**src/design/md5_message_digest_defines.svh**
```systemverilog
// ----------------------------------------------------------------------------
// MD5 digest assertion macros
// Shared assertion forms, clocked on i_clk and quiet during reset.
// ----------------------------------------------------------------------------
`ifndef MD5_MESSAGE_DIGEST_DEFINES_SVH
`define MD5_MESSAGE_DIGEST_DEFINES_SVH

// Property must hold at every edge outside reset.
`define MD5_ASSERT(label, prop, msg) \
    label: assert property (@(posedge i_clk) disable iff (!i_rst_n) (prop)) else $error(msg);

// Condition must never be seen outside reset.
`define MD5_NEVER(label, cond, msg) \
    label: assert property (@(posedge i_clk) disable iff (!i_rst_n) !(cond)) else $error(msg);

`endif

```
**src/design/md5_pkg.sv**
```systemverilog
// ----------------------------------------------------------------------------
// MD5 package
// Types, constants and round tables shared by the MD5 digest modules.
// ----------------------------------------------------------------------------
package md5_pkg;

    localparam int unsigned BLK_WORDS = 16;
    localparam int unsigned BANKS     = 2;
    localparam int unsigned RAM_DEPTH = BLK_WORDS * BANKS;
    localparam int unsigned RAM_AW    = $clog2(RAM_DEPTH);

    localparam logic [31:0] IV_A = 32'h67452301;
    localparam logic [31:0] IV_B = 32'hefcdab89;
    localparam logic [31:0] IV_C = 32'h98badcfe;
    localparam logic [31:0] IV_D = 32'h10325476;
    localparam logic [7:0]  PAD_BYTE = 8'h80;
    localparam logic [5:0]  LEN_POS_LIMIT = 6'd56;

    localparam logic [31:0] SINE_ROM [64] = '{
        32'hd76aa478, 32'he8c7b756, 32'h242070db, 32'hc1bdceee,
        32'hf57c0faf, 32'h4787c62a, 32'ha8304613, 32'hfd469501,
        32'h698098d8, 32'h8b44f7af, 32'hffff5bb1, 32'h895cd7be,
        32'h6b901122, 32'hfd987193, 32'ha679438e, 32'h49b40821,
        32'hf61e2562, 32'hc040b340, 32'h265e5a51, 32'he9b6c7aa,
        32'hd62f105d, 32'h02441453, 32'hd8a1e681, 32'he7d3fbc8,
        32'h21e1cde6, 32'hc33707d6, 32'hf4d50d87, 32'h455a14ed,
        32'ha9e3e905, 32'hfcefa3f8, 32'h676f02d9, 32'h8d2a4c8a,
        32'hfffa3942, 32'h8771f681, 32'h6d9d6122, 32'hfde5380c,
        32'ha4beea44, 32'h4bdecfa9, 32'hf6bb4b60, 32'hbebfbc70,
        32'h289b7ec6, 32'heaa127fa, 32'hd4ef3085, 32'h04881d05,
        32'hd9d4d039, 32'he6db99e5, 32'h1fa27cf8, 32'hc4ac5665,
        32'hf4292244, 32'h432aff97, 32'hab9423a7, 32'hfc93a039,
        32'h655b59c3, 32'h8f0ccc92, 32'hffeff47d, 32'h85845dd1,
        32'h6fa87e4f, 32'hfe2ce6e0, 32'ha3014314, 32'h4e0811a1,
        32'hf7537e82, 32'hbd3af235, 32'h2ad7d2bb, 32'heb86d391
    };

    localparam logic [4:0] ROT_ROM [16] = '{
        5'd7, 5'd12, 5'd17, 5'd22, 5'd5, 5'd9, 5'd14, 5'd20,
        5'd4, 5'd11, 5'd16, 5'd23, 5'd6, 5'd10, 5'd15, 5'd21
    };

    typedef enum logic {
        FR_IDLE,
        FR_PAD
    } t_front_state;

    typedef enum logic [2:0] {
        BK_IDLE,
        BK_PRE0,
        BK_PRE1,
        BK_ROUND,
        BK_ADD,
        BK_OUT
    } t_back_state;

    // Front to queue: a block has been completed in the write bank.
    typedef struct packed {
        logic push;
        logic last;
    } t_blk_push;

    // Queue to back: oldest complete block.
    typedef struct packed {
        logic avail;
        logic last;
        logic bank;
    } t_blk_status;

    typedef struct packed {
        logic              en;
        logic [RAM_AW-1:0] addr;
        logic [31:0]       data;
    } t_ram_wr;

    // Message word index used in round i.
    function automatic logic [3:0] md5_g(input logic [5:0] i);
        logic [3:0] j;
        logic [3:0] g;
        j = i[3:0];
        case (i[5:4])
            2'd0:    g = j;
            2'd1:    g = 4'(j + (j << 2) + 4'd1);
            2'd2:    g = 4'(j + (j << 1) + 4'd5);
            2'd3:    g = 4'((j << 3) - j);
            default: g = j;
        endcase
        return g;
    endfunction

    function automatic logic [4:0] md5_s(input logic [5:0] i);
        return ROT_ROM[{i[5:4], i[1:0]}];
    endfunction

    function automatic logic [31:0] swap_bytes(input logic [31:0] v);
        return {v[7:0], v[15:8], v[23:16], v[31:24]};
    endfunction

endpackage

```
**src/design/md5_ram.sv**
```systemverilog
// ----------------------------------------------------------------------------
// Generic RAM
// One write port and one read port with registered read data.
// ----------------------------------------------------------------------------
module md5_ram #(
    parameter int unsigned WIDTH = 32,
    parameter int unsigned DEPTH = 32
) (
    input  logic                     i_clk,
    input  logic                     i_we,
    input  logic [$clog2(DEPTH)-1:0] i_waddr,
    input  logic [WIDTH-1:0]         i_wdata,
    input  logic [$clog2(DEPTH)-1:0] i_raddr,
    output logic [WIDTH-1:0]         o_rdata
);

    logic [WIDTH-1:0] r_mem [DEPTH];
    logic [WIDTH-1:0] r_rdata;

    always_ff @(posedge i_clk) begin
        if (i_we) begin
            r_mem[i_waddr] <= i_wdata;
        end
        r_rdata <= r_mem[i_raddr];
    end

    assign o_rdata = r_rdata;

endmodule

```
**src/design/md5_front.sv**
```systemverilog
// ----------------------------------------------------------------------------
// MD5 front end
// Packs message bytes into words, writes padding and length, hands blocks on.
// ----------------------------------------------------------------------------
module md5_front (
    input  logic                 i_clk,
    input  logic                 i_rst_n,
    input  logic                 i_push,
    output logic                 o_full,
    input  logic [7:0]           i_data_byte,
    input  logic                 i_byte_present,
    input  logic                 i_message_end,
    input  logic                 i_room,
    input  logic                 i_wbank,
    output md5_pkg::t_ram_wr     o_wr,
    output md5_pkg::t_blk_push   o_blk
);
    import md5_pkg::*;

    t_front_state r_state, n_state;
    logic [60:0]  r_count, n_count;
    logic [31:0]  r_word,  n_word;
    logic [3:0]   r_pad_w, n_pad_w;
    logic         r_first, n_first;
    logic         r_extra, n_extra;

    logic [31:0]  w_byte_word;
    logic [31:0]  w_pad_word;
    logic [63:0]  w_bits;
    logic [5:0]   w_pos_after;
    logic         w_accept;

    assign o_full   = (r_state != FR_IDLE) || !i_room;
    assign w_accept = i_push && !o_full;
    assign w_bits   = {r_count, 3'b000};

    always_comb begin
        for (int k = 0; k < 4; k++) begin
            w_byte_word[8*k +: 8] = (2'(k) == r_count[1:0]) ? i_data_byte : r_word[8*k +: 8];
            if (2'(k) < r_count[1:0]) begin
                w_pad_word[8*k +: 8] = r_word[8*k +: 8];
            end else if (2'(k) == r_count[1:0]) begin
                w_pad_word[8*k +: 8] = PAD_BYTE;
            end else begin
                w_pad_word[8*k +: 8] = 8'h00;
            end
        end
    end

    assign w_pos_after = i_byte_present ? (r_count[5:0] + 6'd1) : r_count[5:0];

    always_comb begin
        n_state = r_state;
        n_count = r_count;
        n_word  = r_word;
        n_pad_w = r_pad_w;
        n_first = r_first;
        n_extra = r_extra;
        o_wr    = '0;
        o_blk   = '0;
        case (r_state)
            FR_IDLE: begin
                if (w_accept) begin
                    if (i_byte_present) begin
                        n_word  = w_byte_word;
                        n_count = r_count + 61'd1;
                        if (r_count[1:0] == 2'd3) begin
                            o_wr.en   = 1'b1;
                            o_wr.addr = {i_wbank, r_count[5:2]};
                            o_wr.data = w_byte_word;
                        end
                        if (r_count[5:0] == 6'd63) begin
                            o_blk.push = 1'b1;
                        end
                    end
                    if (i_message_end) begin
                        n_state = FR_PAD;
                        n_first = 1'b1;
                        n_pad_w = w_pos_after[5:2];
                        n_extra = (w_pos_after >= LEN_POS_LIMIT);
                    end
                end
            end
            FR_PAD: begin
                if (i_room) begin
                    o_wr.en   = 1'b1;
                    o_wr.addr = {i_wbank, r_pad_w};
                    if (r_first) begin
                        o_wr.data = w_pad_word;
                    end else if (!r_extra && r_pad_w == 4'd14) begin
                        o_wr.data = w_bits[31:0];
                    end else if (!r_extra && r_pad_w == 4'd15) begin
                        o_wr.data = w_bits[63:32];
                    end else begin
                        o_wr.data = '0;
                    end
                    n_first = 1'b0;
                    if (r_pad_w == 4'd15) begin
                        o_blk.push = 1'b1;
                        o_blk.last = !r_extra;
                        if (r_extra) begin
                            n_extra = 1'b0;
                            n_pad_w = '0;
                        end else begin
                            n_state = FR_IDLE;
                            n_count = '0;
                        end
                    end else begin
                        n_pad_w = r_pad_w + 4'd1;
                    end
                end
            end
            default: begin
                n_state = FR_IDLE;
            end
        endcase
    end

    always_ff @(posedge i_clk) begin
        if (!i_rst_n) begin
            r_state <= FR_IDLE;
            r_count <= '0;
            r_pad_w <= '0;
            r_first <= 1'b0;
            r_extra <= 1'b0;
        end else begin
            r_state <= n_state;
            r_count <= n_count;
            r_pad_w <= n_pad_w;
            r_first <= n_first;
            r_extra <= n_extra;
        end
    end

    always_ff @(posedge i_clk) begin
        r_word <= n_word;
    end

endmodule

```
**src/design/md5_back.sv**
```systemverilog
// ----------------------------------------------------------------------------
// MD5 back end
// Runs the 64 rounds on a queued block, one round a cycle, and emits digests.
// ----------------------------------------------------------------------------
module md5_back (
    input  logic                               i_clk,
    input  logic                               i_rst_n,
    input  md5_pkg::t_blk_status               i_status,
    output logic                               o_pop_blk,
    output logic [md5_pkg::RAM_AW-1:0]         o_raddr,
    input  logic [31:0]                        i_rdata,
    output logic                               o_empty,
    input  logic                               i_pop,
    output logic [31:0]                        o_digest_word,
    output logic [1:0]                         o_word_index,
    output logic                               o_last_word
);
    import md5_pkg::*;

    t_back_state r_state, n_state;
    logic [31:0] r_chain [4];
    logic [31:0] n_chain [4];
    logic [31:0] r_a, r_b, r_c, r_d, r_pre;
    logic [31:0] n_a, n_b, n_c, n_d, n_pre;
    logic [5:0]  r_round, n_round;
    logic [1:0]  r_widx,  n_widx;
    logic        r_last,  n_last;

    logic [31:0] w_f;
    logic [31:0] w_t;
    logic [63:0] w_rot;
    logic [5:0]  w_next;

    assign w_next = r_round + 6'd1;

    always_comb begin
        case (r_round[5:4])
            2'd0:    w_f = (r_b & r_c) | (~r_b & r_d);
            2'd1:    w_f = (r_b & r_d) | (r_c & ~r_d);
            2'd2:    w_f = r_b ^ r_c ^ r_d;
            default: w_f = r_c ^ (r_b | ~r_d);
        endcase
        w_t   = r_pre + w_f;
        w_rot = {w_t, w_t} << md5_s(r_round);
    end

    always_comb begin
        n_state   = r_state;
        n_chain   = r_chain;
        n_a       = r_a;
        n_b       = r_b;
        n_c       = r_c;
        n_d       = r_d;
        n_pre     = r_pre;
        n_round   = r_round;
        n_widx    = r_widx;
        n_last    = r_last;
        o_pop_blk = 1'b0;
        o_empty   = 1'b1;
        o_raddr   = {i_status.bank, md5_g(6'd0)};
        case (r_state)
            BK_IDLE: begin
                if (i_status.avail) begin
                    n_state = BK_PRE0;
                    n_last  = i_status.last;
                end
            end
            BK_PRE0: begin
                n_state = BK_PRE1;
            end
            BK_PRE1: begin
                o_raddr = {i_status.bank, md5_g(6'd1)};
                n_a     = r_chain[0];
                n_b     = r_chain[1];
                n_c     = r_chain[2];
                n_d     = r_chain[3];
                n_pre   = r_chain[0] + SINE_ROM[0] + i_rdata;
                n_round = '0;
                n_state = BK_ROUND;
            end
            BK_ROUND: begin
                // read two rounds ahead; the sum for the next round is formed here
                o_raddr = {i_status.bank, md5_g(r_round + 6'd2)};
                n_a     = r_d;
                n_d     = r_c;
                n_c     = r_b;
                n_b     = r_b + w_rot[63:32];
                n_pre   = r_d + SINE_ROM[w_next] + i_rdata;
                n_round = w_next;
                if (r_round == 6'd63) begin
                    n_state = BK_ADD;
                end
            end
            BK_ADD: begin
                n_chain[0] = r_chain[0] + r_a;
                n_chain[1] = r_chain[1] + r_b;
                n_chain[2] = r_chain[2] + r_c;
                n_chain[3] = r_chain[3] + r_d;
                o_pop_blk  = 1'b1;
                n_widx     = '0;
                n_state    = r_last ? BK_OUT : BK_IDLE;
            end
            BK_OUT: begin
                o_empty = 1'b0;
                if (i_pop) begin
                    if (r_widx == 2'd3) begin
                        n_chain[0] = IV_A;
                        n_chain[1] = IV_B;
                        n_chain[2] = IV_C;
                        n_chain[3] = IV_D;
                        n_widx     = '0;
                        n_state    = BK_IDLE;
                    end else begin
                        n_widx = r_widx + 2'd1;
                    end
                end
            end
            default: begin
                n_state = BK_IDLE;
            end
        endcase
    end

    assign o_digest_word = swap_bytes(r_chain[r_widx]);
    assign o_word_index  = r_widx;
    assign o_last_word   = (r_widx == 2'd3);

    always_ff @(posedge i_clk) begin
        if (!i_rst_n) begin
            r_state    <= BK_IDLE;
            r_chain[0] <= IV_A;
            r_chain[1] <= IV_B;
            r_chain[2] <= IV_C;
            r_chain[3] <= IV_D;
            r_round    <= '0;
            r_widx     <= '0;
            r_last     <= 1'b0;
        end else begin
            r_state <= n_state;
            r_chain <= n_chain;
            r_round <= n_round;
            r_widx  <= n_widx;
            r_last  <= n_last;
        end
    end

    always_ff @(posedge i_clk) begin
        r_a   <= n_a;
        r_b   <= n_b;
        r_c   <= n_c;
        r_d   <= n_d;
        r_pre <= n_pre;
    end

endmodule

```
**src/design/md5_message_digest.sv**
```systemverilog
// ----------------------------------------------------------------------------
// MD5 message digest
// Byte-stream MD5 with a two-block queue between the packer and the rounds.
// ----------------------------------------------------------------------------
// The input side takes one item a cycle (one optional message byte, plus an end
// marker) while a block bank is free. Bytes are packed little-endian into
// 16-word blocks held in a two-bank RAM; the front end hands each full bank to
// the round engine, which runs 64 rounds at one a cycle; for each block it
// passes through a start step, the read-ahead steps PRE0 and PRE1, the 64
// rounds and a final add.
// Byte loading of the next block overlaps compression of the current one.
// On an end marker the front end stalls input while it writes the 0x80 byte,
// zero padding and the 64-bit bit length (one or two blocks); the stall lasts
// longer while both banks are taken. After the final block four results are
// offered, words A to D each byte-reversed, with last_word set on D; the engine
// holds until all four have been transferred, then returns to the initial
// chaining value.
module md5_message_digest (
    input  logic        i_clk,
    input  logic        i_rst_n,
    input  logic        i_push,
    output logic        o_full,
    input  logic [7:0]  i_data_byte,
    input  logic        i_byte_present,
    input  logic        i_message_end,
    output logic        o_empty,
    input  logic        i_pop,
    output logic [31:0] o_digest_word,
    output logic [1:0]  o_word_index,
    output logic        o_last_word
);
    import md5_pkg::*;

    `include "md5_message_digest_defines.svh"

    // block queue bookkeeping: filled banks, bank pointers, final-block flags
    logic [1:0]  r_filled;
    logic        r_wbank;
    logic        r_rbank;
    logic [1:0]  r_last;

    t_blk_push   w_push;
    t_blk_status w_status;
    t_ram_wr     w_wr;
    logic        w_pop;
    logic        w_room;
    logic [RAM_AW-1:0] w_raddr;
    logic [31:0] w_rdata;

    assign w_room          = (r_filled != 2'd2);
    assign w_status.avail  = (r_filled != 2'd0);
    assign w_status.last   = r_last[r_rbank];
    assign w_status.bank   = r_rbank;

    md5_front u_front (
        .i_clk          (i_clk),
        .i_rst_n        (i_rst_n),
        .i_push         (i_push),
        .o_full         (o_full),
        .i_data_byte    (i_data_byte),
        .i_byte_present (i_byte_present),
        .i_message_end  (i_message_end),
        .i_room         (w_room),
        .i_wbank        (r_wbank),
        .o_wr           (w_wr),
        .o_blk          (w_push)
    );

    md5_ram #(
        .WIDTH (32),
        .DEPTH (RAM_DEPTH)
    ) u_blk_ram (
        .i_clk   (i_clk),
        .i_we    (w_wr.en),
        .i_waddr (w_wr.addr),
        .i_wdata (w_wr.data),
        .i_raddr (w_raddr),
        .o_rdata (w_rdata)
    );

    md5_back u_back (
        .i_clk         (i_clk),
        .i_rst_n       (i_rst_n),
        .i_status      (w_status),
        .o_pop_blk     (w_pop),
        .o_raddr       (w_raddr),
        .i_rdata       (w_rdata),
        .o_empty       (o_empty),
        .i_pop         (i_pop),
        .o_digest_word (o_digest_word),
        .o_word_index  (o_word_index),
        .o_last_word   (o_last_word)
    );

    always_ff @(posedge i_clk) begin
        if (!i_rst_n) begin
            r_filled <= '0;
            r_wbank  <= 1'b0;
            r_rbank  <= 1'b0;
            r_last   <= '0;
        end else begin
            if (w_push.push) begin
                r_last[r_wbank] <= w_push.last;
                r_wbank         <= !r_wbank;
            end
            if (w_pop) begin
                r_rbank <= !r_rbank;
            end
            case ({w_push.push, w_pop})
                2'b10:   r_filled <= r_filled + 2'd1;
                2'b01:   r_filled <= r_filled - 2'd1;
                default: r_filled <= r_filled;
            endcase
        end
    end

    // front end must never complete a block into a full queue
    `MD5_NEVER(a_push_when_full, w_push.push && (r_filled == 2'd2), "block pushed into full queue")
    // engine must never retire a block it was not given
    `MD5_NEVER(a_pop_when_empty, w_pop && (r_filled == 2'd0), "block popped from empty queue")
    // a digest word is offered only once a final block has been retired
    `MD5_ASSERT(a_digest_after_final, $fell(o_empty) |-> $past(w_pop), "digest without block")

endmodule
```
**config.mk**
```make
export PLATFORM = sky130hd
export DESIGN_NAME = md5_message_digest
export DESIGN_NICKNAME = d
export VERILOG_FILES = /design/src/design/md5_pkg.sv /design/src/design/md5_ram.sv /design/src/design/md5_front.sv /design/src/design/md5_back.sv /design/src/design/md5_message_digest.sv
export VERILOG_INCLUDE_DIRS = /design/src /design/src/design
export SDC_FILE = /design/constraint.sdc
export NUM_CORES = 2
export LEC_CHECK = 0
export BUFFER_PORTS_ARGS = -buffer_cell sky130_fd_sc_hd__buf_4
export CAP_MARGIN = 20
export CELL_PAD_IN_SITES_DETAIL_PLACEMENT = 1
export CELL_PAD_IN_SITES_GLOBAL_PLACEMENT = 1
export CORE_MARGIN = 5
export CORE_UTILIZATION = 25
export CTS_CLUSTER_SIZE = 20
export DETAILED_ROUTE_END_ITERATION = 16
export PLACE_DENSITY_LB_ADDON = 0.3
export SYNTH_ARGS = -nofsm -noshare
export SYNTH_HDL_FRONTEND = slang
export SYNTH_SLANG_ARGS = --single-unit
```
**constraint.sdc**
```tcl
create_clock -name i_clk -period 9.4 [get_ports i_clk]
set_input_delay 0.47 -clock i_clk [delete_from_list [all_inputs] [get_ports i_clk]]
set_output_delay 0.47 -clock i_clk [all_outputs]
set_load 0.03 [all_outputs]
```
Word level (Yosys, flattened, before mapping)
Memory sizes are Yosys's and may differ from the RTL's. A register that Yosys moved wholly into a read port is not among the register bits.
Cells that the tools add are included.
W data, S select, Z words.
Storage, ports and cells
  register bits: 406
  bits in writable memories: 1024
  bits in read-only memories: 2128
  input port bits: 14
  output and inout bits: 37
  memories kept: 3
Operators by class
  $add $sub $neg: 23
  magnitude comparators: 11
  equal/unequal tests: 33
  shifts and indexed selects: 1
  muxes and demuxes: 93
  bitwise gates (word level): 16
  reduce and logical (&&, ||, !) cells: 27
Memory list
  (name not given): depth 64, bits a word 32, rd ports 1, clocked after Yosys merged registers in 0, wr ports 0, line md5_back.sv:88  | n_pre = r_d + SINE_ROM[w_next] + i_rdata;
  u_blk_ram.r_mem: depth 32, bits a word 32, rd ports 1, clocked after Yosys merged registers in 1, wr ports 1, line md5_ram.sv:17  | logic [WIDTH-1:0] r_mem [DEPTH];
  (name not given): depth 16, bits a word 5, rd ports 1, clocked after Yosys merged registers in 0, wr ports 0, line md5_pkg.sv:92  | return ROT_ROM[{i[5:4], i[1:0]}];
Operators by type and width (count)
  $pmux W32 S2: 5
  $mux W61: 5
  $add A32 B32 Y32: 9
  $mux W128: 2
  $pmux W128 S2: 1
  $mux W32: 7
  $mux W38: 4
  $and A32 B32 Y32: 4
  $pmux W61 S2: 1
  $mux W8: 12
  $or A32 B32 Y32: 3
  $pmux W32 S3: 1
  $xor A32 B32 Y32: 3
  $pmux W38 S2: 1
  $bmux W32 S2: 1
  $not A32 Y32: 2
  $shl A64 B5 Y64: 1
  $add A61 B1 Y61 const B: 1
  $add A32 B32 Y32 const B: 1
  $mux W1: 23
  $mux W4: 5
  $pmux W3 S6: 1
  $pmux W4 S2: 2
  $pmux W4 S4: 1
  51 further kinds: 108

Logic depth before layout (Yosys ltp)
  word-level depth: 9
  mapped depth: 36
  gate-level depth less buffers: 32

By module
From an unflattened synthesis, not the netlist that was laid out.
Unflattened totals
  cell total of the unflattened synthesis: 7258
  area total of the unflattened synthesis: 79246.0 um^2
By module, submodules not included
  md5_ram: instances 1, cells each 2260, area each 40487.6 um^2, seq. area each 31390.1 um^2
  md5_back: instances 1, cells each 4315, area each 33014.2 um^2, seq. area each 7607.3 um^2
  md5_front: instances 1, cells each 655, area each 5470.2 um^2, seq. area each 2112.0 um^2
  md5_message_digest: instances 1, cells each 28, area each 274.0 um^2, seq. area each 120.1 um^2

Least setup slack after synthesis
No wires, ideal clock.
  kind: register to register
  from: register u_back.r_round[4]
  to: register u_back.r_b[30] (data pin)
  library setup time: 135 ps
  arrival: 7527 ps
  required time: 9265 ps
  slack: 1738 ps
  cell stages (with the launch flop): 35
  period minus slack after synthesis: 7662 ps
  cell sequence: dfxtp_1 -> buf_6 -> clkbuf_1 -> clkbuf_1 -> clkbuf_1 -> buf_1 -> xnor2_1 -> o21ai_0 -> a21oi_1 -> a31oi_1 -> ha_1 -> a21o_1 -> a221oi_2 -> o21bai_4 -> a31oi_4 -> nor4_4 -> or3_4 -> nand3_1 -> o211a_1 -> o2bb2ai_1 -> o22ai_1 -> a21oi_1 -> ha_1 -> fa_1 -> a21o_1 -> a211o_1 -> a21oi_1 -> a221oi_1 -> a221oi_1 -> o21ai_1 -> o21ai_1 -> o31a_1 -> o21ai_1 -> or4_1 -> nand3_1
On the way
  word-level cells in the longest chain between the ends: 7
  elaborated cells between the ends (all ways): 12
  those cells by class: 2 x add/sub; 2 x eq/ne; 1 x shift; 4 x mux; 1 x bitwise; 1 x reduce/logical; 1 x memory
Ends and longest elaborated chain
  start, declared: line md5_back.sv:25  | logic [5:0] r_round, n_round;
  start signal, assigned: line md5_back.sv:141  | r_round <= n_round;
  branches (longest 4 deep; another with $add A32 B32 Y32)
  $shl A64 B5 Y64 *: line md5_back.sv:44  | w_rot = {w_t, w_t} << md5_s(r_round);
  $add A32 B32 Y32 *: line md5_back.sv:87  | n_b = r_b + w_rot[63:32];
  $pmux W32 S2 *: line md5_back.sv:61  | case (r_state)
  via u_back.n_b[30]: line md5_back.sv:24  | logic [31:0] n_a, n_b, n_c, n_d, n_pre;
  end signal, assigned: line md5_back.sv:149  | r_b <= n_b;
  end, declared: line md5_back.sv:23  | logic [31:0] r_a, r_b, r_c, r_d, r_pre;
Mark *: on every way through the listed nets, which the timed path passes. The select of a mux whose other input is x is not followed.
A chain may end at the register's enable or synchronous reset.

Final worst setup path
  from: register u_back.r_round[4]
  to: register u_back.r_b[28] (data pin)
The elaborated chain is that of the path after synthesis.

==> metrics.md <==
| Metric | Value |
|---|---|
| Status | complete, no violations |
| Reg clk slew, reported paths | 0.06 ns |
| Power density cells | 180.2 mW/mm^2 |
| Top Family by Delay on Critical Path | compound AO/OA/AOI/OAI gates |
| Port Buffers | 50 |
| Vias per std cell | 5.131 |
| Place WS | 0.9207 ns |
| CP required | 9.92 ns |
| Net Count, Synth | 6953 |
| H-tree level count | 4 |
| Drt wl/cell | 25.60 um |
| Cts bufs inserted | 166 |
| Slowest stage delay, CP | 0.74 ns |
| Global-route wire length before repair | 405.1 mm |
| Core Region | 0.3145 mm^2 |
| Critical path buffer and inverter count | 1 |
| P&R area growth vs syn | 14.55% |
| Starting DRT DRC Count | 4775 |
| Fin. max-slew vios | 0 |
| Vias in the first global route | 57780 |
| GR Util All Layers | 16.61% |
| Worst-Margin Slew | 1.129 ns |
| Primary FF master, synth | edfxtp_1 |
| Slew headroom | 24.72% |
| Layout cell share with drive strength beyond 1 | 14.52% |
| Post-synthesis async set-or-reset flop share | 0% |
| Hold WC Path Type | input pin to register |
| Die width | 571.4 um |
| Unrepaired setup endpoints after global routing | no |
| Tmin final | 8.484 ns |
| WP data arrival | 9.01 ns |
| Row cnt | 206 |
| CTS resizes | 0 |
| Worst skew pair latency | 0.85 ns |
| Period utilisation layout | 90.26% |
| Cell variety after synth | 115 |
| Drt first pass iters | 7 |
| Commonest non-fill, non-tap cells in the layout | 1208 x edfxtp_1, 675 x nand2_1, 412 x nor2_1 |
| Commonest non-fill, non-tap cell in the layout | edfxtp_1 |
| Number of remaining DRC errors | 0 |
| Die area | 0.3265 mm^2 |
| EDFF count, synth | 1208 |
| Gr ovfl total | 0 |
| Root Driver | clkbuf_16 |
| Detail Route Antenna Nets | 0 |
| Hold_buf cts | 5 |
| Slowest CP cell | dfxtp_4 |
| Chip height | 571.4 um |
| Post-synthesis sequential area ratio | 52.28% |
| Detailed Route WL | 279.4 mm |
| Max Fanout on Critical Path | 51 |
| Post-Synthesis Cell Area | 0.07880 mm^2 |
| Ports | 51 |
| Leakage power | 30.11 nW |
| CTS tree | done |
| Type of origin of the critical path | register |
| Synth Instances | 6576 |
| Setup TNS | 0 ns |
| Starting utilization of the core area | 25.06% |
| Syn_area_per_cell | 11.98 um^2 |
| HPWL after detailed placement | 185.8 mm |
| Ys Warns | 0 |
| Setup Skew | 0.1111 ns |
| Setup violators final | 0 |
| Maximum capacitance violations | 0 |
| Final GP Congestion | 0.8761 |
| # clock sinks | 1454 |
| Vias | 56010 |
| Nature of the critical path endpoint | register |
| Worst-case vdd ir drop | 145.3 uV |
| Max Root-Sink Buffers | 4 |
| Pin count of the biggest net entering global routing | 131 |
| Nets | 7000 |
| Initial antenna violation count | 11 |
| CP Class | register to register |
| PnR worst setup slack | 0.9156 ns |
| Yosys reg bits | 1454 |
| Max Fclk | 117.9 MHz |
| Post-CTS Repair Setup Buffers | 0 |
| Fin. Hold Viols | 0 |
==> cell usage after synthesis, drive strengths merged, types with 24 or more instances <==
cell	n	area, um^2
nand4	28	190.2
o211ai	51	387.9
a21oi	386	1958
nor2b	38	237.7
and2	27	168.9
o22ai	56	350.3
a21o	116	870.8
xor2	129	1145
mux2	37	420.4
buf	121	634.4
mux2i	193	1944
a22oi	56	420.4
or3	45	286.5
nand2	678	2545
a31oi	95	609.3
and3	50	324.1
clkbuf	234	878.3
o21ai	441	2207
inv	282	1059
dfxtp	246	4925
a211oi	92	705.7
o21a	40	300.3
o21bai	28	221.5
nand2b	50	312.8
a221oi	24	216.5
fa	42	840.8
edfxtp	1208	36270
nor2	448	1684
mux4	327	7365
nor3	88	440.4
or2	39	244.0
nand3	100	500.5
xnor2	172	1514
ha	321	4016
==> stage by stage <==
stage / hold slack (ns) / instances / util, % / instance area [um^2] / total power, mW
finish: 0.06325 / 10920 / 28.71 / 90260 / 16.27
global route: 0.02882 / 10910 / 28.70 / 90260 / 16.99
CTS: 0.0008019 / 10900 / 28.61 / 89960 / 16.46
floorplan: 0.4531 / 6576 / - / 78800 / 9.165
detailed placement: 0.4773 / 10600 / 26.95 / 84750 / 10.07
global placement: 0.4742 / 10600 / 26.94 / 84720 / 10.03
==> power breakdown <==
group	leakage (nW)	switching [mW]	internal, mW
combinational	15.4	1.74	1.06
clock	2.53	2.71	3.62
sequential	12.2	0.106	7.03
==> logic make-up after synthesis <==
logic type,share of synthesized area (%)
xor gates and xnor gates,3.374
adders and majority gates,6.177
AOI/OAI and AO/OA,13.12
buffers and inverters,3.269
and+or+nand+nor,9.429
DFF,52.28
muxes,12.35
==> state kept, by name, summed over array words and instances, names as in the netlist, 32 cells and up <==
signal	count
u_blk_ram.r_mem	1024
u_back.r_chain	128
u_front.r_count	61
u_back.r_a	32
u_back.r_b	32
u_back.r_c	32
u_back.r_d	32
u_back.r_pre	32
u_blk_ram.o_rdata	32
==> final cells by class <==
| cell class | count | area, um^2 |
|---|---|---|
| clock buffer | 216 | 4537 |
| tap | 4160 | 5205 |
| antenna | 5 | 12.51 |
| multi-input combinational | 4484 | 35510 |
| timing repair buffer | 234 | 2088 |
| sequential | 1454 | 41210 |
| clock inverter | 79 | 623.1 |
| inverter | 283 | 1072 |
| fill | 34510 | 224200 |
==> layer usage <==
metal,up-vias,global-route usage [%],share of wire [%]
li1,25050,-,-
met1,29320,22.63,45
met2,1321,28.23,48
met3,318,1.802,4.3
met4,0,4.141,2.5
met5,-,0,0
==> path summary, 6_finish.rpt <==
| kind | from | to | slack [ns] | cells past startpoint |
|---|---|---|---|---|
| worst min register to register | r_last[0] | r_last[0] | 0.49 | 2 |
| worst min-delay path | i_data_byte[0] | u_front.r_word[0] | 0.06 | 2 |
| worst max-delay path | u_back.r_round[4] | u_back.r_b[28] | 0.92 | 30 |
| worst max register to register | u_back.r_round[4] | u_back.r_b[28] | 0.92 | 30 |
Note: power is estimated with default switching activity, not from simulation.
